[src/sv/assert_macros.svh]
// Assertion macros shared by the path aggregation RTL.
// Each macro expects clk and rst_n in scope at the point of use.
`ifndef ASSERT_MACROS_SVH
`define ASSERT_MACROS_SVH

// The consequent holds in the same cycle as the antecedent.
`define SGMDP_ASSERT_IMPLY(name, ante, cons) \
    name: assert property (@(posedge clk) disable iff (!rst_n) (ante) |-> (cons)) \
        else $error("assertion failed: same-cycle implication");

// The consequent holds in the cycle after the antecedent.
`define SGMDP_ASSERT_NEXT(name, ante, cons) \
    name: assert property (@(posedge clk) disable iff (!rst_n) (ante) |=> (cons)) \
        else $error("assertion failed: next-cycle implication");

`endif

[src/sv/sgmdp_pkg.sv]
`timescale 1ns / 1ps
// Shared types and constants for the diagonal path cost aggregation block.
// No dependencies.
package sgmdp_pkg;

    localparam int MAX_COLS = 1024;
    localparam int MAX_DISP = 64;
    localparam int COL_W = 10;
    localparam int DISP_W = 6;
    localparam int HALF_W = DISP_W - 1;
    localparam int COST_W = 13;
    localparam int BANK_AW = 1 + COL_W + HALF_W;
    localparam int BANK_DEPTH = 1 << BANK_AW;
    localparam int STAT_AW = 1 + COL_W;
    localparam int STAT_DEPTH = 1 << STAT_AW;
    localparam int STAT_W = 2 * COST_W + DISP_W;

    localparam logic [COST_W-1:0] COST_ALL_ONES = {COST_W{1'b1}};

    localparam logic [2:0] REG_P1 = 3'd0;
    localparam logic [2:0] REG_P2 = 3'd1;
    localparam logic [2:0] REG_FRAME_ROWS = 3'd2;
    localparam logic [2:0] REG_FRAME_COLS = 3'd3;
    localparam logic [2:0] REG_DISP_COUNT = 3'd4;
    localparam logic [2:0] REG_ROW_DOWN = 3'd5;
    localparam logic [2:0] REG_COL_RIGHT = 3'd6;

    typedef struct packed {
        logic [11:0] frame_rows;
        logic [10:0] frame_cols;
        logic [6:0]  disp_count;
        logic        row_down;
        logic        col_right;
    } scan_cfg_t;

    typedef struct packed {
        logic [7:0]        cost;
        logic [DISP_W-1:0] disp;
        logic              slot;
        logic [COL_W-1:0]  col;
        logic              first;
        logic              has_next;
        logic              multi;
        logic              last_pixel;
        logic              last_frame;
        logic [11:0]       pix_row;
        logic [COL_W-1:0]  pix_col;
    } item_t;

endpackage

[src/sv/sgmdp_front.sv]
`timescale 1ns / 1ps
// Front end: accepts costs, tracks the scan position and classifies each item.
// Depends on sgmdp_pkg.
module sgmdp_front
    import sgmdp_pkg::*;
(
    input  logic      clk,
    input  logic      rst_n,
    input  scan_cfg_t cfg,
    input  logic      in_valid,
    input  logic [7:0] match_cost,
    input  logic      q_full,
    output logic      in_stall,
    output logic      push,
    output item_t     push_item
);

    logic [11:0]       row_reg, row_next;
    logic [COL_W-1:0]  col_reg, col_next;
    logic [DISP_W-1:0] disp_reg, disp_next;
    logic [11:0]       rows_c;
    logic [10:0]       cols_c;
    logic [6:0]        dcnt;
    logic [6:0]        d_inc;
    logic [10:0]       col_inc;
    logic [12:0]       row_inc;
    logic [10:0]       col_mirror;
    logic              last_pixel;
    logic              col_end;
    logic              row_end;

    always_comb
    begin
        rows_c = (cfg.frame_rows == 12'd0) ? 12'd1 : cfg.frame_rows;
        if (cfg.frame_cols == 11'd0)
        begin
            cols_c = 11'd1;
        end
        else if (cfg.frame_cols > 11'(MAX_COLS))
        begin
            cols_c = 11'(MAX_COLS);
        end
        else
        begin
            cols_c = cfg.frame_cols;
        end
        if (cfg.disp_count == 7'd0)
        begin
            dcnt = 7'd1;
        end
        else if (cfg.disp_count > 7'(MAX_DISP))
        begin
            dcnt = 7'(MAX_DISP);
        end
        else
        begin
            dcnt = cfg.disp_count;
        end
    end

    assign d_inc = {1'b0, disp_reg} + 7'd1;
    assign col_inc = {1'b0, col_reg} + 11'd1;
    assign row_inc = {1'b0, row_reg} + 13'd1;
    assign last_pixel = d_inc >= dcnt;
    assign col_end = col_inc >= cols_c;
    assign row_end = row_inc >= {1'b0, rows_c};
    assign col_mirror = cols_c - 11'd1 - {1'b0, col_reg};

    assign in_stall = q_full;
    assign push = in_valid && !q_full;

    always_comb
    begin
        push_item.cost = match_cost;
        push_item.disp = disp_reg;
        push_item.slot = row_reg[0];
        push_item.col = col_reg;
        push_item.first = (row_reg == 12'd0) || (col_reg == '0);
        push_item.has_next = !last_pixel;
        push_item.multi = dcnt > 7'd1;
        push_item.last_pixel = last_pixel;
        push_item.last_frame = last_pixel && col_end && row_end;
        push_item.pix_row = cfg.row_down ? row_reg : (rows_c - 12'd1 - row_reg);
        push_item.pix_col = cfg.col_right ? col_reg : col_mirror[COL_W-1:0];
    end

    always_comb
    begin
        row_next = row_reg;
        col_next = col_reg;
        disp_next = disp_reg;
        if (push)
        begin
            if (last_pixel)
            begin
                disp_next = '0;
                if (col_end)
                begin
                    col_next = '0;
                    row_next = row_end ? 12'd0 : row_inc[11:0];
                end
                else
                begin
                    col_next = col_inc[COL_W-1:0];
                end
            end
            else
            begin
                disp_next = d_inc[DISP_W-1:0];
            end
        end
    end

    always_ff @(posedge clk or negedge rst_n)
    begin
        if (!rst_n)
        begin
            row_reg <= '0;
            col_reg <= '0;
            disp_reg <= '0;
        end
        else
        begin
            row_reg <= row_next;
            col_reg <= col_next;
            disp_reg <= disp_next;
        end
    end

endmodule

[config.mk]
export PLATFORM = sky130hd
export DESIGN_NAME = sgmdp_front
export DESIGN_NICKNAME = d
export VERILOG_FILES = /design/src/sv/assert_macros.svh /design/src/sv/sgmdp_pkg.sv /design/src/sv/sgmdp_front.sv
export SDC_FILE = /design/constraint.sdc
export NUM_CORES = 1
export LEC_CHECK = 0
export BUFFER_PORTS_ARGS = -buffer_cell sky130_fd_sc_hd__buf_4
export CAP_MARGIN = 5
export CORE_MARGIN = 2
export CORE_UTILIZATION = 50
export CTS_CLUSTER_DIAMETER = 50
export DETAILED_ROUTE_END_ITERATION = 12
export PLACE_DENSITY = 0.76
export SLEW_MARGIN = 20
export SYNTH_ARGS = -nofsm -noshare
export SYNTH_HDL_FRONTEND = slang
export SYNTH_SLANG_ARGS = --single-unit
[constraint.sdc]
create_clock -name clk -period 3.39 [get_ports clk]
set_clock_uncertainty 0.2 [all_clocks]
set_input_delay 0.339 -clock clk [delete_from_list [all_inputs] [get_ports clk]]
set_output_delay 0.339 -clock clk [all_outputs]
set_load 0.02 [all_outputs]
* Yosys cells after proc, flatten, opt, wreduce, memory -nomap -nowiden *
Cells that the tools add are included.

word-level totals
  flip-flop bits (word level) = 28
  output and inout bits = 54

operators by class
  add/sub/neg operators = 7
  $lt $le $gt $ge = 6
  multiplexer cells = 10
  reductions and logical operators = 13

operator list
  kind                                                           number
  2-to-1 mux 12 bit                                              3
  logical NOT 12 bit                                             2
  2-to-1 mux 11 bit                                              2
  2-to-1 mux 10 bit                                              2
  2-to-1 mux 7 bit                                               2
  adder 12 x 1 -> 13 bit, second input constant                  1
  >= comparator 13 x 12 -> 1 bit                                 1
  subtractor 12 x 1 -> 12 bit, second input constant             1
  subtractor 12 bit                                              1
  adder 10 x 1 -> 11 bit, second input constant                  1
  >= comparator 11 bit                                           1
  greater-than comparator 11 bit, second input constant          1
  logical NOT 11 bit                                             1
  logical NOT 10 bit                                             1
  subtractor 10 x 1 -> 10 bit, second input constant             1
  subtractor 10 bit                                              1
  adder 6 x 1 -> 7 bit, second input constant                    1
  >= comparator 7 bit                                            1
  greater-than comparator 7 x 1 -> 1 bit, second input constant  1
  greater-than comparator 7 bit, second input constant           1
  logical NOT 7 bit                                              1
  2-to-1 mux 6 bit                                               1
  logical AND 1 bit                                              3
  AND reduction 3 bit                                            1
  3 further kinds                                                4

* Logic depth before layout (Yosys ltp) *
  depth in word-level cells = 6
  mapped depth = 13
  mapped depth without buffers = 12

* Least setup slack after synthesis *
Ideal clock, no wire load.

  path type = register to output
  from = register col_reg[1]
  to = output port push_item[22] (netlist bit)
  arrival = 2.870 ns
  path slack = -0.019 ns
  cell stages (with the launch flop) = 12
  path through = dfrtp_1 ha_1 nand3_1 nor3_1 nand3_1 xnor2_1 ha_1 a21oi_1 o21ai_0 a221oi_4 buf_4 nor3_1

RTL lines
  element                 RTL line            text
  start, declared         sgmdp_front.sv:19   logic [COL_W-1:0] col_reg, col_next;
  start signal, assigned  sgmdp_front.sv:125  col_reg <= col_next;
  end, declared           sgmdp_front.sv:15   output item_t push_item

==> impl_metrics.json <==
{
  "drv_slew": 0,
  "vias": 3858,
  "maxCapViolations": 0,
  "clkLatencyLatePin_ns": 0.27,
  "yosysUniqueCellTypes": 57,
  "cts_num_sinks": 28,
  "firstDrtPassIters": 5,
  "power.density_nw_per_um2": 387,
  "path_class": "input port to output pin",
  "grt_pass1_vias": 3641,
  "synth_edf_count": 0,
  "setup_slack_ns": -0.0880,
  "num_antenna_cells": 0,
  "grt_pass1_wl_um": 16600,
  "leakage_uw": 0.00225,
  "die_x_um": 91.6,
  "dieArea_um2": 8390,
  "dp_hpwl_um": 7970,
  "num_io_pins": 98,
  "dp_cells": 661,
  "combPwrFrac_pct": 65.9,
  "seq_area_frac_synth_pct": 18.3,
  "antenna_found_initial": 0,
  "overflow": 0,
  "dr.max_layer_used": "met4",
  "rsz0062_at_grt": "true",
  "met2_length_um": 4890,
  "synth_warnings": 0,
  "viasPerCell": 5.73,
  "final_cell_count_no_fill": 673,
  "drc": 0,
  "synth.avg_cell_area_um2": 7.72,
  "utilization_pct": 64.3,
  "relSlewSlack_pct": 67.3,
  "path_max_fanout": 2,
  "die_y_um": 91.6,
  "fin_crit_ns": 3.48,
  "pwr-share-clk_pct": 9.8,
  "outcome": "complete, but fails checks",
  "power.total_uw": 1830,
  "grtUsageTotal_pct": 23.3,
  "violations": "setup timing",
  "h-tree-depth": 1,
  "synth_fp_nets": 599,
  "cts_buffers": 3,
  "synth.ff_latch_count": 28,
  "setup_violations": 2,
  "cts-root-buf": "clkbuf_8",
  "async_flop_share_pct": 100,
  "arrival_ns": 2.94,
  "startpoint_type": "input port",
  "p_int_uw": 1000,
  "hold_viol_final": 0,
  "p_switching_uw": 821,
  "drt-initial-drc-count": 206,
  "place_congestion": 0.882,
  "core_area_um2": 7330,
  "fin_nets": 678,
  "fmax_mhz": 288,
  "largest_reg_flops": 12,
  "reg2reg_slack_ns": 0.21,
  "wire_per_inst_um": 14.8,
  "post-route-period-util_pct": 103,
  "cts_tree": "yes",
  "wl_um": 9960,
  "whs_ns": 0.322,
  "drive_gt1_share_pct": 25.1,
  "ant_nets": 0,
  "met1_length_um": 4520,
  "netlist_area_um2": 3840,
  "synth_ff_type": "dfrtp_1",
  "switching_share_pct": 45.0,
  "final_area_um2": 4720,
  "row_count": 31,
  "synth_cells": 497,
  "start_util_pct": 52.3,
  "place_area_um2": 4520,
  "ctsLongestPathBuffers": 2,
  "path_clk_slew_ns": 0.10,
  "dr_wl_met3_um": 461,
  "endpoint_kind": "output pin",
  "worst_ep_required_time_ns": 2.85,
  "syn_to_final_growth_pct": 22.9,
  "seq_power_share_pct": 24.3,
  "peakVddDrop_v": 0.000308,
  "grt_max_degree": 29,
  "min_path_type": "input port to async pin",
  "port_buffers": 81,
  "worst_pin_slew_ns": 0.484
}
-- area by class of cell --
cell class / instances / area, µm²
Clock buffer: 3 / 41.3
Fill cell: 662 / 2620
Inverter: 52 / 195
Multi-Input combinational cell: 382 / 2820
Sequential cell: 28 / 704
Tap cell: 99 / 124
Timing Repair Buffer: 109 / 836
-- cells in the final DEF, fill, tap and decap left out, types with 6 or more instances in the layout --
cell type / instances
buf_4: 104
nand2_1: 60
ha_1: 54
inv_1: 49
o21ai_0: 32
dfrtp_1: 25
nand3_1: 22
xnor2_1: 22
a21oi_1: 19
nor2_1: 15
nor3_1: 12
a21o_1: 12
xor2_1: 11
o21ai_1: 9
a22o_1: 9
a211oi_1: 8
nor2b_1: 6
-- through the flow --
step	TNS (ns)	setup slack [ns]
global placement	0	0.00179
global route	-0.565	-0.243
floorplan	0	0.151
CTS	-0.0300	-0.0300
detailed placement	-0.0794	-0.0794
finish	-0.0992	-0.0880
-- synthesized netlist by cell type, types with 6 or more instances --
cell type,count,area share (%)
a21oi_1,20,2.6
xnor2_1,23,5.3
nor2_1,16,1.6
nor3_1,16,2.1
nor2b_1,6,0.98
clkbuf_1,14,1.4
o21ai_1,9,1.2
a21o_1,12,2.3
nand2_1,60,5.9
o21ai_0,32,4.2
dfrtp_1,28,18
xor2_1,11,2.5
ha_1,56,18
a211oi_1,8,1.6
a22o_1,9,2.1
nand3_1,22,2.9
inv_1,50,4.9
buf_4,16,3.1
-- what timing repair did --
item | in CTS | in global routing
pin swaps | 0 | 8
hold endpoints to repair | 28 | 0
endpoints found under the setup margin | 2 | 16
buffers inserted | 1 | 7
cloned | 0 | 0
resized for setup | 3 | 21
hold buffers | 1 | 0
-- layer usage --
layer / track usage (%) / vias up
met4: 3.54 / 0
met3: 2.90 / 15
li1: - / 1896
met1: 31.6 / 1844
met5: 0 / -
met2: 40.2 / 103
-- worst paths after layout --
path / from / endpoint / depth (start not counted)
worst max-delay path: cfg[15] / push_item[6] / 16
worst min-delay path: rst_n / row_reg[4] / 2
worst max register to register: col_reg[0] / col_reg[3] / 12
worst min register to register: disp_reg[5] / disp_reg[5] / 2
max in group asynchronous: rst_n / col_reg[2] / 2
min in group clk: disp_reg[5] / disp_reg[5] / 2
-- critical path: stages --
cell     delay, ns
buf_6         0.10
nor4_4        0.28
a31oi_1       0.12
nor2_2        0.17
ha_2          0.21
inv_2         0.04
fa_2          0.33
nor2b_1       0.12
o21a_1        0.16
o21a_1        0.17
buf_4         0.12
buf_6         0.08
o21a_1        0.14
nor3_2        0.06
o31ai_1       0.29
buf_4         0.20
-- cells by family after synthesis --
| kind of cell | count (synthesis) | share of synthesized area (%) |
|---|---|---|
| buf+inv | 87 | 10.2 |
| flops | 28 | 18.3 |
| simple gates | 156 | 20.2 |
| mux | 6 | 1.73 |
| compound gates | 128 | 22.5 |
| fa+ha+maj | 58 | 19.3 |
| xor+xnor | 34 | 7.76 |
-- power groups by stage --
stage                     Clock, µW  Combinational (µW)  Sequential (µW)
after floorplan                   0                 714              484
after global placement            0                1120              446
after detailed placement          0                1140              450
after CTS                       184                1160              440
after global routing            199                1330              451
final                           180                1200              443
No activity file was read; power rests on OpenSTA's default activity.
