## src/sv/assert_macros.svh

```systemverilog
// Assertion macros shared by the path aggregation RTL.
// Each macro expects clk and rst_n in scope at the point of use.
`ifndef ASSERT_MACROS_SVH
`define ASSERT_MACROS_SVH

// The consequent holds in the same cycle as the antecedent.
`define SGMDP_ASSERT_IMPLY(name, ante, cons) \
    name: assert property (@(posedge clk) disable iff (!rst_n) (ante) |-> (cons)) \
        else $error("assertion failed: same-cycle implication");

// The consequent holds in the cycle after the antecedent.
`define SGMDP_ASSERT_NEXT(name, ante, cons) \
    name: assert property (@(posedge clk) disable iff (!rst_n) (ante) |=> (cons)) \
        else $error("assertion failed: next-cycle implication");

`endif

```

## src/sv/sgmdp_pkg.sv

```systemverilog
`timescale 1ns / 1ps
// Shared types and constants for the diagonal path cost aggregation block.
// No dependencies.
package sgmdp_pkg;

    localparam int MAX_COLS = 1024;
    localparam int MAX_DISP = 64;
    localparam int COL_W = 10;
    localparam int DISP_W = 6;
    localparam int HALF_W = DISP_W - 1;
    localparam int COST_W = 13;
    localparam int BANK_AW = 1 + COL_W + HALF_W;
    localparam int BANK_DEPTH = 1 << BANK_AW;
    localparam int STAT_AW = 1 + COL_W;
    localparam int STAT_DEPTH = 1 << STAT_AW;
    localparam int STAT_W = 2 * COST_W + DISP_W;

    localparam logic [COST_W-1:0] COST_ALL_ONES = {COST_W{1'b1}};

    localparam logic [2:0] REG_P1 = 3'd0;
    localparam logic [2:0] REG_P2 = 3'd1;
    localparam logic [2:0] REG_FRAME_ROWS = 3'd2;
    localparam logic [2:0] REG_FRAME_COLS = 3'd3;
    localparam logic [2:0] REG_DISP_COUNT = 3'd4;
    localparam logic [2:0] REG_ROW_DOWN = 3'd5;
    localparam logic [2:0] REG_COL_RIGHT = 3'd6;

    typedef struct packed {
        logic [11:0] frame_rows;
        logic [10:0] frame_cols;
        logic [6:0]  disp_count;
        logic        row_down;
        logic        col_right;
    } scan_cfg_t;

    typedef struct packed {
        logic [7:0]        cost;
        logic [DISP_W-1:0] disp;
        logic              slot;
        logic [COL_W-1:0]  col;
        logic              first;
        logic              has_next;
        logic              multi;
        logic              last_pixel;
        logic              last_frame;
        logic [11:0]       pix_row;
        logic [COL_W-1:0]  pix_col;
    } item_t;

endpackage

```

## src/sv/sgmdp_queue.sv

```systemverilog
`timescale 1ns / 1ps
// Two-entry queue of classified items between the front and back ends.
// Depends on sgmdp_pkg.
module sgmdp_queue
    import sgmdp_pkg::*;
(
    input  logic  clk,
    input  logic  rst_n,
    input  logic  push,
    input  item_t push_item,
    input  logic  pop,
    output logic  full,
    output logic  head_valid,
    output item_t head
);

    item_t      entry_reg [2];
    logic       wr_ptr_reg, wr_ptr_next;
    logic       rd_ptr_reg, rd_ptr_next;
    logic [1:0] count_reg, count_next;

    assign full = count_reg == 2'd2;
    assign head_valid = count_reg != 2'd0;
    assign head = entry_reg[rd_ptr_reg];

    always_comb
    begin
        wr_ptr_next = push ? !wr_ptr_reg : wr_ptr_reg;
        rd_ptr_next = pop ? !rd_ptr_reg : rd_ptr_reg;
        count_next = count_reg + {1'b0, push} - {1'b0, pop};
    end

    always_ff @(posedge clk)
    begin
        if (push)
        begin
            entry_reg[wr_ptr_reg] <= push_item;
        end
    end

    always_ff @(posedge clk or negedge rst_n)
    begin
        if (!rst_n)
        begin
            wr_ptr_reg <= 1'b0;
            rd_ptr_reg <= 1'b0;
            count_reg <= 2'd0;
        end
        else
        begin
            wr_ptr_reg <= wr_ptr_next;
            rd_ptr_reg <= rd_ptr_next;
            count_reg <= count_next;
        end
    end

endmodule

```

## config.mk

```make
export PLATFORM = sky130hd
export DESIGN_NAME = sgmdp_queue
export DESIGN_NICKNAME = d
export VERILOG_FILES = /design/src/sv/assert_macros.svh /design/src/sv/sgmdp_pkg.sv /design/src/sv/sgmdp_queue.sv
export SDC_FILE = /design/constraint.sdc
export NUM_CORES = 1
export LEC_CHECK = 0
export BUFFER_PORTS_ARGS = -buffer_cell sky130_fd_sc_hd__buf_4
export CELL_PAD_IN_SITES_DETAIL_PLACEMENT = 1
export CELL_PAD_IN_SITES_GLOBAL_PLACEMENT = 1
export CORE_UTILIZATION = 44
export DETAILED_ROUTE_END_ITERATION = 8
export PLACE_DENSITY_LB_ADDON = 0.1
export SLEW_MARGIN = 20
export SYNTH_ARGS = -nofsm -noshare
export SYNTH_HDL_FRONTEND = slang
export SYNTH_SLANG_ARGS = --single-unit
```

## constraint.sdc

```tcl
create_clock -name clk -period 3.8 [get_ports clk]
set_input_delay 0.57 -clock clk [delete_from_list [all_inputs] [get_ports clk]]
set_output_delay 0.57 -clock clk [all_outputs]
set_load 0.1 [all_outputs]
```

---- After elaboration in Yosys (flattened, before gate mapping) ----
Memory sizes are Yosys's and may differ from the RTL's.
Index checks and enable logic that the tools add are counted.
storage, ports and cells
  flip-flop bits (word level) ............. 4
  memory bits (writable) .................. 104
  output and inout bits ................... 54
  word-level logic and storage cells ...... 12
  memories kept ........................... 1
memory list
  memory     words  bits a word  rd ports  clocked after Yosys merged registers in  wr ports  RTL line           source
  entry_reg  2      52           1         0                                        1         sgmdp_queue.sv:17  item_t entry_reg [2];
operators by class
  add/sub/neg operators ................... 2
  eq/ne operators ......................... 1
  mux-type cells .......................... 2
  reduce and logical (&&, ||, !) cells .... 3
operator list
  kind                number
  $add 2x1->2         1
  $eq 2x2->1 const B  1
  $logic_not 1->1     2
  $mux 1              2
  $reduce_bool 2->1   1
  $sub 2x1->2         1

---- Depth between registers and ports, before layout ----
Gate-level depths: netlist of run 1.
  depth after elaboration ................. 2
  mapped depth ............................ 5
  depth with buffers taken out ............ 5

---- Worst setup path after synthesis of run 1 ----
No wires, ideal clock.
  kind .................................... in2reg
  from .................................... input push
  to ...................................... memory entry_reg[0][0] (netlist bit), enable pin
  setup time .............................. 0.468 ns
  arrival ................................. 2.872 ns
  slack ................................... 0.460 ns
  stages .................................. 1
  buffers on the path ..................... 0
  cell sequence ........................... nor2b_1
between the ends
  word-level cells in the longest chain between the ends .. 2
ends and longest elaborated chain
  what                          RTL line           source
  start, declared               sgmdp_queue.sv:9   input logic push,
  $mux 1                        sgmdp_queue.sv:35  if (push)
  $mux 1 (implied by the code)  sgmdp_queue.sv:37  entry_reg[wr_ptr_reg] <= push_item;
  end, declared                 sgmdp_queue.sv:17
Every way passes these cells.

==> results of run 1 <==
-- metrics by stage --
step                      hold WS (ps)  worst slack [ps]  util, %
after floorplan                    274               460        -
after global placement             371              1480     55.3
after detailed placement           372              1480     55.3
after CTS                          364              1070     57.8
after global routing               357              1030     57.8
final                              384              1140     57.8
-- placed cells by master (no fill, tap or decap), types with 2 or more instances in the layout --
cell type,n
mux2_2,3
clkinvlp_4,2
clkbuf_1,2
clkbuf_8,9
dfrtp_1,3
xor2_1,2
edfxtp_1,104
ha_1,2
inv_1,2
mux2_4,49
bufinv_16,2
buf_4,113
-- worst register-to-register path, cell delays in order (launching register included) --
cell	delay, ps
dfrtp_1	420
and2_2	500
buf_4	530
-- kinds of logic after synthesis --
kind of cell               count (synthesis)
xor gates and xnor gates                   3
and+or+nand+nor                            4
DFF                                      108
muxes                                     52
buffers and inverters                      8
adders and majority gates                  2
-- worst paths after layout --
check | to | start | cells after the start | slack [ps]
min reg2reg | wr_ptr_reg | wr_ptr_reg | 1 | 540
min in group asynchronous | count_reg[1] | rst_n | 2 | 530
min | entry_reg[1][50] | push_item[50] | 1 | 380
max | head[5] | rd_ptr_reg | 3 | 1140
max in group asynchronous | rd_ptr_reg | rst_n | 2 | 3150
max reg2reg | entry_reg[1][22] | wr_ptr_reg | 2 | 1990
-- layout make-up --
type	instances	area [um^2]	area share [%]
multi-input combinational	61	870	16.3
inverter	2	7.51	0.141
timing repair buffer	114	858	16.1
clock buffer	11	131	2.46
tap	129	161	3.02
sequential	108	3230	60.4
clock inverter	5	83.8	1.57
-- metal layers --
metal / vias to the layer above / global-route usage, % / part of all wire (%)
met5: - / 0 / 0
met4: 0 / 7.47 / 1.5
met3: 9 / 4.22 / 5.5
met2: 60 / 26.7 / 53
met1: 1019 / 16.7 / 40
li1: 929 / - / -
-- repair_timing --
item,4_1_cts,5_1_grt
hold buffers,1,0
setup buffers,0,0
hold endpoints to repair,4,0
setup endpoints to repair,0,0
==> metrics.md, run 1 <==
| Metric | Value |
|---|---|
| Syn_nets | 235 |
| Core area | 9240 um^2 |
| CTS tree | done |
| Post-layout instance area | 5340 um^2 |
| Startpoint types | flop |
| Worst slew margin | 62.5% |
| # rows | 35 |
| RSZ-0062 raised after global routing | no |
| Count leader, synth | edfxtp_1 |
| Largest family of logic cells by synthesized area | multiplexers |
| Vias in the first global route | 2160 |
| Number of flip-flops in the largest register | 104 |
| Clk_lat worst skew | 360 ps |
| CTS sink cnt | 108 |
| Antenna violations before repair | 0 |
| Synthesized-area fraction occupied by and/or/nand/nor cells | 0.595% |
| Post-synthesis area per instance | 23.7 um^2 |
| DR iter-0 viols | 64 |
| Crit path time final | 2660 ps |
| CTS clock-pin slew for the worst setup and hold paths | 100 ps |
| Total gr overflow | 0 |
| HP Class | primary input to flop |
| Die area | 9950 um^2 |
| Max-cap viol count | 0 |
| Final setup viols | 0 |
| # IOs | 110 |
| Hpwl dp | 4890 um |
| Final Skew | 8.46 ps |
| Crit-path max FO | 31 |
| GRT Overall Usage | 15.1% |
| Post-synth top area cell | edfxtp_1 |
| Crit-path slowest cell | dfrtp_4 |
| Synth area leaders | edfxtp_1, mux2_4, buf_12, dfrtp_1, mux2_2 |
| Post-synthesis adder-cell area fraction | 0.595% |
| Complex-gate fraction of the synthesized area | 0% |
| Final Max Slew Viols | 0 |
| Inserted Clock Buffers | 9 |
| DR WL/cell | 16.7 um |
| Clock Root Buffer | clkbuf_8 |
| Critical path arrival | 2090 ps |
| Slowest stage delay, CP | 800 ps |
| Number of enable flip-flop cells after synthesis | 104 |
| Ys flop type | edfxtp_1 |
| Hold Vio Cnt, Final | 0 |
| Final wirelength | 7190 um |
| Post-route clock period utilization | 70.0% |
| Crit path kind | flop to primary output |
| Largest net degree at the start of global routing | 36 |
| DRT Pass-1 Iters | 4 |
| Area grow syn2layout | 27.0% |
| Share of the synthesized area in the top cell type | 74.3% |
| First-pass GRT wire length | 10800 um |
| Antenna Nets Post-Route | 0 |
| Vias | 2017 |
| Crit-path most repeated cell | buf_4 |
| Final nets | 354 |
| Worst slew pin tran | 561 ps |
| Initial Util | 45.5% |
| Commonest cells in the netlist | edfxtp_1, mux2_4, buf_12 |
| Critical Path RT | 3230 ps |
| Max clock buf depth | 2 |
| Multiplexer area fraction after synthesis | 18.3% |
| Die H | 99.7 um |
| Placed Cells | 413 |
| Antenna cells | 0 |
| Non-Filler Instances | 430 |
| Status | finished, final reports clean |
| Fillers | 843 |
| Drc violations | 0 |
| Yosys reg bits | 108 |
| Fin Setup TNS | 0 ps |
| Mapped Cells | 177 |
| Critical Path Sink Type | primary output |
| Vias per inst | 4.69 |
| Fmax | 376 MHz |
| Seq/Total Area, Yosys | 76.7% |
| WP buf/inv | 2 |
| IO Port Bufs | 109 |
| Crit-path cells | buf_4 > mux2_4 > buf_4 |
| CP top delay family | flip-flops |
| Mapped Area | 4200 um^2 |
| Die span in x | 99.7 um |
| CTS H-tree lvls | 3 |
| Global placer's final weighted congestion | 0.658 |
| Layout cells sized above 1 | 60.8% |
| Placed cell area | 5110 um^2 |
| Xor-xnor portion of the synthesized cell area | 0.982% |
| Library cells used by synthesis | 13 |
| Post_cts resized | 0 |
| Asr flop ratio synth | 3.70% |
| Yosys warns | 0 |
Power of run 1 is left out: the tool's default activity adds up to more than one toggle a clock period on the data nets, which glitch-free logic cannot reach.
==> run 2, diff against run 1 <==
CORE_UTILIZATION = 40   (was 44)
clock period = 2.3 ns   (was 3.8 ns; I/O delays follow)
==> run 2 against run 1 <==
  * Register-to-register slack worse by 1100 ps
  * Critical path type unchanged
  * Sequential share of layout area shrank 0.21 points
  * Critical endpoint is now head[51]
  * Global-route usage decreased by 1.8 points
  * Die area is 9.8% higher
  * Via count fell by 1.6%
  * Critical path depth is the same
  * Highest routed layer unchanged
==> metrics.md, run 2 (synthesized netlist as in run 1, its figures left out) <==
| Metric | Value |
|---|---|
| Fin Setup TNS | 0 ps (unchanged) |
| Initial Util | 40.9% (was 45.5%) |
| Worst slew pin tran | 514 ps (was 561 ps) |
| Final setup viols | 0 (unchanged) |
| Critical path arrival | 1790 ps (was 2090 ps) |
| Final Skew | 4.54 ps (was 8.46 ps) |
| Status | finished, final reports clean (unchanged) |
| Vias | 1985 (was 2017) |
| R2r startpoint | wr_ptr_reg (unchanged) |
| Worst flop-to-flop path endpoint | entry_reg[1][50] (was entry_reg[1][22]) |
| Critical Path Sink Type | primary output (unchanged) |
| Critical Path RT | 1960 ps (was 3230 ps) |
| # rows | 37 (was 35) |
| Worst slew margin | 65.6% (was 62.5%) |
| Drc violations | 0 (unchanged) |
| Antenna Nets Post-Route | 0 (unchanged) |
| Crit-path max FO | 22 (was 31) |
| Crit path time final | 2130 ps |
| HP Class | primary input to flop (unchanged) |
| Core area | 10300 um^2 (was 9240 um^2) |
| Layout cells sized above 1 | 60.6% (was 60.8%) |
| Most frequent cells in the layout | buf_4, edfxtp_1, mux2_4 (unchanged) |
| CTS sink cnt | 108 (unchanged) |
| # IOs | 110 (unchanged) |
| Most common cell after layout, fill and taps aside | buf_4 (unchanged) |
| IO Port Bufs | 109 (unchanged) |
| Largest net degree at the start of global routing | 41 (was 36) |
| CTS tree | done (unchanged) |
| Final nets | 355 (was 354) |
| Inserted Clock Buffers | 9 (unchanged) |
| CTS clock-pin slew for the worst setup and hold paths | 100 ps (about the same) |
| Startpoint types | flop (unchanged) |
| DRT Pass-1 Iters | 4 (unchanged) |
| Vias in the first global route | 2133 (was 2160) |
| Final wirelength | 6940 um (was 7190 um) |
| Clock Root Buffer | clkbuf_8 (unchanged) |
| FF-to-FF setup slack | 860 ps (was 1990 ps) |
| Antenna cells | 0 (unchanged) |
| Hold Crit Start | push_item[22] (was push_item[50]) |
| WHS Endpoint | entry_reg[0][22] (was entry_reg[1][50]) |
| Number of flip-flops in the largest register | 104 (unchanged) |
| CTS H-tree lvls | 3 (unchanged) |
| Global placer's final weighted congestion | 0.645 (was 0.658) |
| GRT Overall Usage | 13.3% (was 15.1%) |
| First-pass GRT wire length | 10800 um (about the same) |
| Vias per inst | 4.53 (was 4.69) |
| Max-cap viol count | 0 (unchanged) |
| Die H | 105 um (was 99.7 um) |
| RSZ-0062 raised after global routing | no (unchanged) |
| Final Max Slew Viols | 0 (unchanged) |
| Total gr overflow | 0 (unchanged) |
| DR WL/cell | 15.8 um (was 16.7 um) |
| Post-route clock period utilization | 92.8% |
| Fillers | 974 (was 843) |
| Clk_lat worst skew | 350 ps (was 360 ps) |
| Die area | 10900 um^2 (was 9950 um^2) |
| Max clock buf depth | 2 (unchanged) |
| Hold Vio Cnt, Final | 0 (unchanged) |
| Crit path kind | flop to primary output (unchanged) |
| Hpwl dp | 4700 um (was 4890 um) |
| DR iter-0 viols | 43 (was 64) |
| Antenna violations before repair | 0 (unchanged) |
| Die span in x | 105 um (was 99.7 um) |
| Fmax | 469 MHz |
| Area grow syn2layout | 27.5% (was 27.0%) |
| Hold depth | 1 (unchanged) |
| R2r worst-path depth | 2 (unchanged) |
## run 2: layout make-up
cell class	count	area, um^2	share of cell area (%)
Inverter	2	7.51	0.140
Clock inverter	5	36.3	0.677
Clock buffer	11	131	2.45
Multi-Input combinational cell	61	870	16.2
Timing Repair Buffer	115	916	17.1
Sequential cell	108	3230	60.2
Tap cell	136	170	3.18
## run 2: repair_timing
item	4_1_cts	5_1_grt
resized for setup	0	0
endpoints found under the hold margin	4	0
setup endpoints to repair	0	0
hold buffers	1	0
setup buffers	0	0
## run 2: worst max-delay path by stage
stage	startpoint	endpoint	slack [ps]	cells past startpoint
after floorplan	wr_ptr_reg	entry_reg[0][0]	110	1
after global placement	rd_ptr_reg	head[51]	540	3
after detailed placement	rd_ptr_reg	head[51]	530	3
after CTS	rd_ptr_reg	head[51]	130	3
after global routing	rd_ptr_reg	head[51]	80	3
final	rd_ptr_reg	head[51]	170	3
## run 2: worst max-delay path: stages, from the launching register on
cell and delay (ps):
dfrtp_4 440, buf_4 370, mux2_2 390, buf_4 230
## run 2: stage by stage
stage                     std cells  worst slack [ps]  instance area (um^2)  utilization (%)  hold WS, ps
after floorplan                 177               113                  4210                -         49.4
after global placement          421               545                  5180             50.4          146
after detailed placement        421               534                  5180             50.4          148
after CTS                       438               131                  5360             52.1          147
after global routing            438              82.0                  5360             52.1          135
final                           438               166                  5360             52.1          171
## run 2: per-layer routing
metal,wire length (um),track usage [%],vias up,share of wire [%]
met5,0,0,-,0
met4,77,5.82,0,1.1
met2,3740,22.8,62,54
li1,-,-,928,-
met3,324,3.63,7,4.7
met1,2790,15.5,988,40
Power of run 2 is left out for the same reason.
==> run 3, diff against run 2 <==
CTS_BUF_LIST = sky130_fd_sc_hd__clkbuf_4 sky130_fd_sc_hd__clkbuf_8 sky130_fd_sc_hd__clkbuf_16   (was default)
==> run 3 against run 2 <==
  * Via count is 0.45% higher
  * Worst hold slack better by 0.67 ps
  * Sequential share of layout area down 0.084 points
  * Critical endpoint unchanged
  * Largest cell class unchanged
  * Highest routed layer unchanged
==> metrics.md, run 3 (synthesized netlist as in run 1, its figures left out) <==
| Metric | Value |
|---|---|
| Fmax | 469 MHz (about the same) |
| Crit-path max FO | 22 (unchanged) |
| Post-layout instance area | 5370 um^2 (was 5360 um^2) |
| Number of flip-flops in the largest register | 104 (unchanged) |
| Clock Root Buffer | clkbuf_8 (unchanged) |
| Most frequent cells in the layout | buf_4, edfxtp_1, mux2_4 (unchanged) |
| Postcts setup bufs | 0 (unchanged) |
| CP top delay family | buffers and inverters (unchanged) |
| Die span in x | 105 um (unchanged) |
| Fin Setup TNS | 0 ps (unchanged) |
| Final Max Slew Viols | 0 (unchanged) |
| Crit-path most repeated cell | buf_4 (unchanged) |
| Final Skew | 6.28 ps (was 4.54 ps) |
| Placed Cells | 421 (unchanged) |
| Status | finished, final reports clean (unchanged) |
| CTS H-tree lvls | 3 (unchanged) |
| CTS tree | done (unchanged) |
| Vias per inst | 4.55 (was 4.53) |
| Crit-path slowest cell | dfrtp_4 (unchanged) |
| Clk_lat worst skew | 350 ps (about the same) |
| Hold_ws | 171 ps (about the same) |
| CTS sink cnt | 108 (unchanged) |
| Final setup viols | 0 (unchanged) |
| RSZ-0062 raised after global routing | no (unchanged) |
| Most common cell after layout, fill and taps aside | buf_4 (unchanged) |
| DR iter-0 viols | 42 (was 43) |
| Final nets | 355 (unchanged) |
| Crit-path cells | buf_4 > mux2_2 > buf_4 (unchanged) |
| Critical Path RT | 1960 ps (about the same) |
| # IOs | 110 (unchanged) |
| DRT Pass-1 Iters | 4 (unchanged) |
| Inserted Clock Buffers | 9 (unchanged) |
| Critical Path Sink Type | primary output (unchanged) |
| HP Class | primary input to flop (unchanged) |
| Critical path arrival | 1790 ps (about the same) |
| First-pass GRT wire length | 10700 um (was 10800 um) |
| Antenna cells | 0 (unchanged) |
| Worst slew pin tran | 515 ps (was 514 ps) |
| Max clock buf depth | 2 (unchanged) |
| Worst slew margin | 65.6% (about the same) |
| WP buf/inv | 2 (unchanged) |
| Max-cap viol count | 0 (unchanged) |
| Hold Vio Cnt, Final | 0 (unchanged) |
| Global placer's final weighted congestion | 0.645 (unchanged) |
| Startpoint types | flop (unchanged) |
| Final wirelength | 6900 um (was 6940 um) |
| Crit path kind | flop to primary output (unchanged) |
| Total gr overflow | 0 (unchanged) |
| Slowest stage delay, CP | 440 ps (about the same) |
| Core area | 10300 um^2 (unchanged) |
| DR WL/cell | 15.8 um (about the same) |
| Vias | 1994 (was 1985) |
| Area grow syn2layout | 27.7% (was 27.5%) |
| Hpwl dp | 4700 um (unchanged) |
| Crit path time final | 2130 ps (about the same) |
| Drc violations | 0 (unchanged) |
| Die area | 10900 um^2 (unchanged) |
| # rows | 37 (unchanged) |
| Largest net degree at the start of global routing | 41 (unchanged) |
| GRT Overall Usage | 13.2% (was 13.3%) |
| Non-Filler Instances | 438 (unchanged) |
| Die H | 105 um (unchanged) |
| Antenna violations before repair | 0 (unchanged) |
| IO Port Bufs | 109 (unchanged) |
| Layout cells sized above 1 | 61.3% (was 60.6%) |
| Initial Util | 40.9% (unchanged) |
| Placed cell area | 5180 um^2 (unchanged) |
| Post-route clock period utilization | 92.8% (about the same) |
| CTS clock-pin slew for the worst setup and hold paths | 100 ps (about the same) |
| Vias in the first global route | 2113 (was 2133) |
| Antenna Nets Post-Route | 0 (unchanged) |
==> run 3: cell counts in the layout (fill, tap and decap cells not counted) <==
Identical to the previous run, type by type.
==> run 3: per-stage QoR <==
| step | setup WS, ps | util (%) |
|---|---|---|
| 3_3_place_gp | 545 | 50.4 |
| 6_report | 166 | 52.2 |
| 2_1_floorplan | 113 | - |
| 5_1_grt | 82.3 | 52.2 |
| 3_5_place_dp | 534 | 50.4 |
| 4_1_cts | 130 | 52.2 |
==> run 3: metal layers <==
layer	global-route usage, %	up-vias	share of wire, %
met1	15.4	994	40
met3	3.63	8	5.1
li1	-	927	-
met2	22.8	65	54
met4	5.82	0	1.4
met5	0	-	0
==> run 3: layout make-up <==
type                            count  area [um^2]
Clock buffer                       11          139
Clock inverter                      5         36.3
Fill cell                         975         4910
Inverter                            2         7.51
Multi-Input combinational cell     61          870
Sequential cell                   108         3230
Tap cell                          136          170
Timing Repair Buffer              115          916
==> run 3: worst paths after layout <==
| check | startpoint | endpoint | slack, ps | depth (start not counted) |
|---|---|---|---|---|
| min in group asynchronous | rst_n | count_reg[1] | 310 | 2 |
| worst max register to register | wr_ptr_reg | entry_reg[1][36] | 860 | 2 |
| worst min-delay path | push_item[30] | entry_reg[1][30] | 170 | 1 |
| max in group asynchronous | rst_n | rd_ptr_reg | 1870 | 2 |
| worst max-delay path | rd_ptr_reg | head[51] | 170 | 3 |
| worst min register to register | wr_ptr_reg | wr_ptr_reg | 540 | 1 |
==> run 3: what timing repair did <==
item | 4_1_cts | 5_1_grt
hold buffers | 1 | 0
endpoints found under the hold margin | 4 | 0
gates resized for setup | 0 | 0
endpoints found under the setup margin | 0 | 0
Power of run 3 is left out for the same reason.
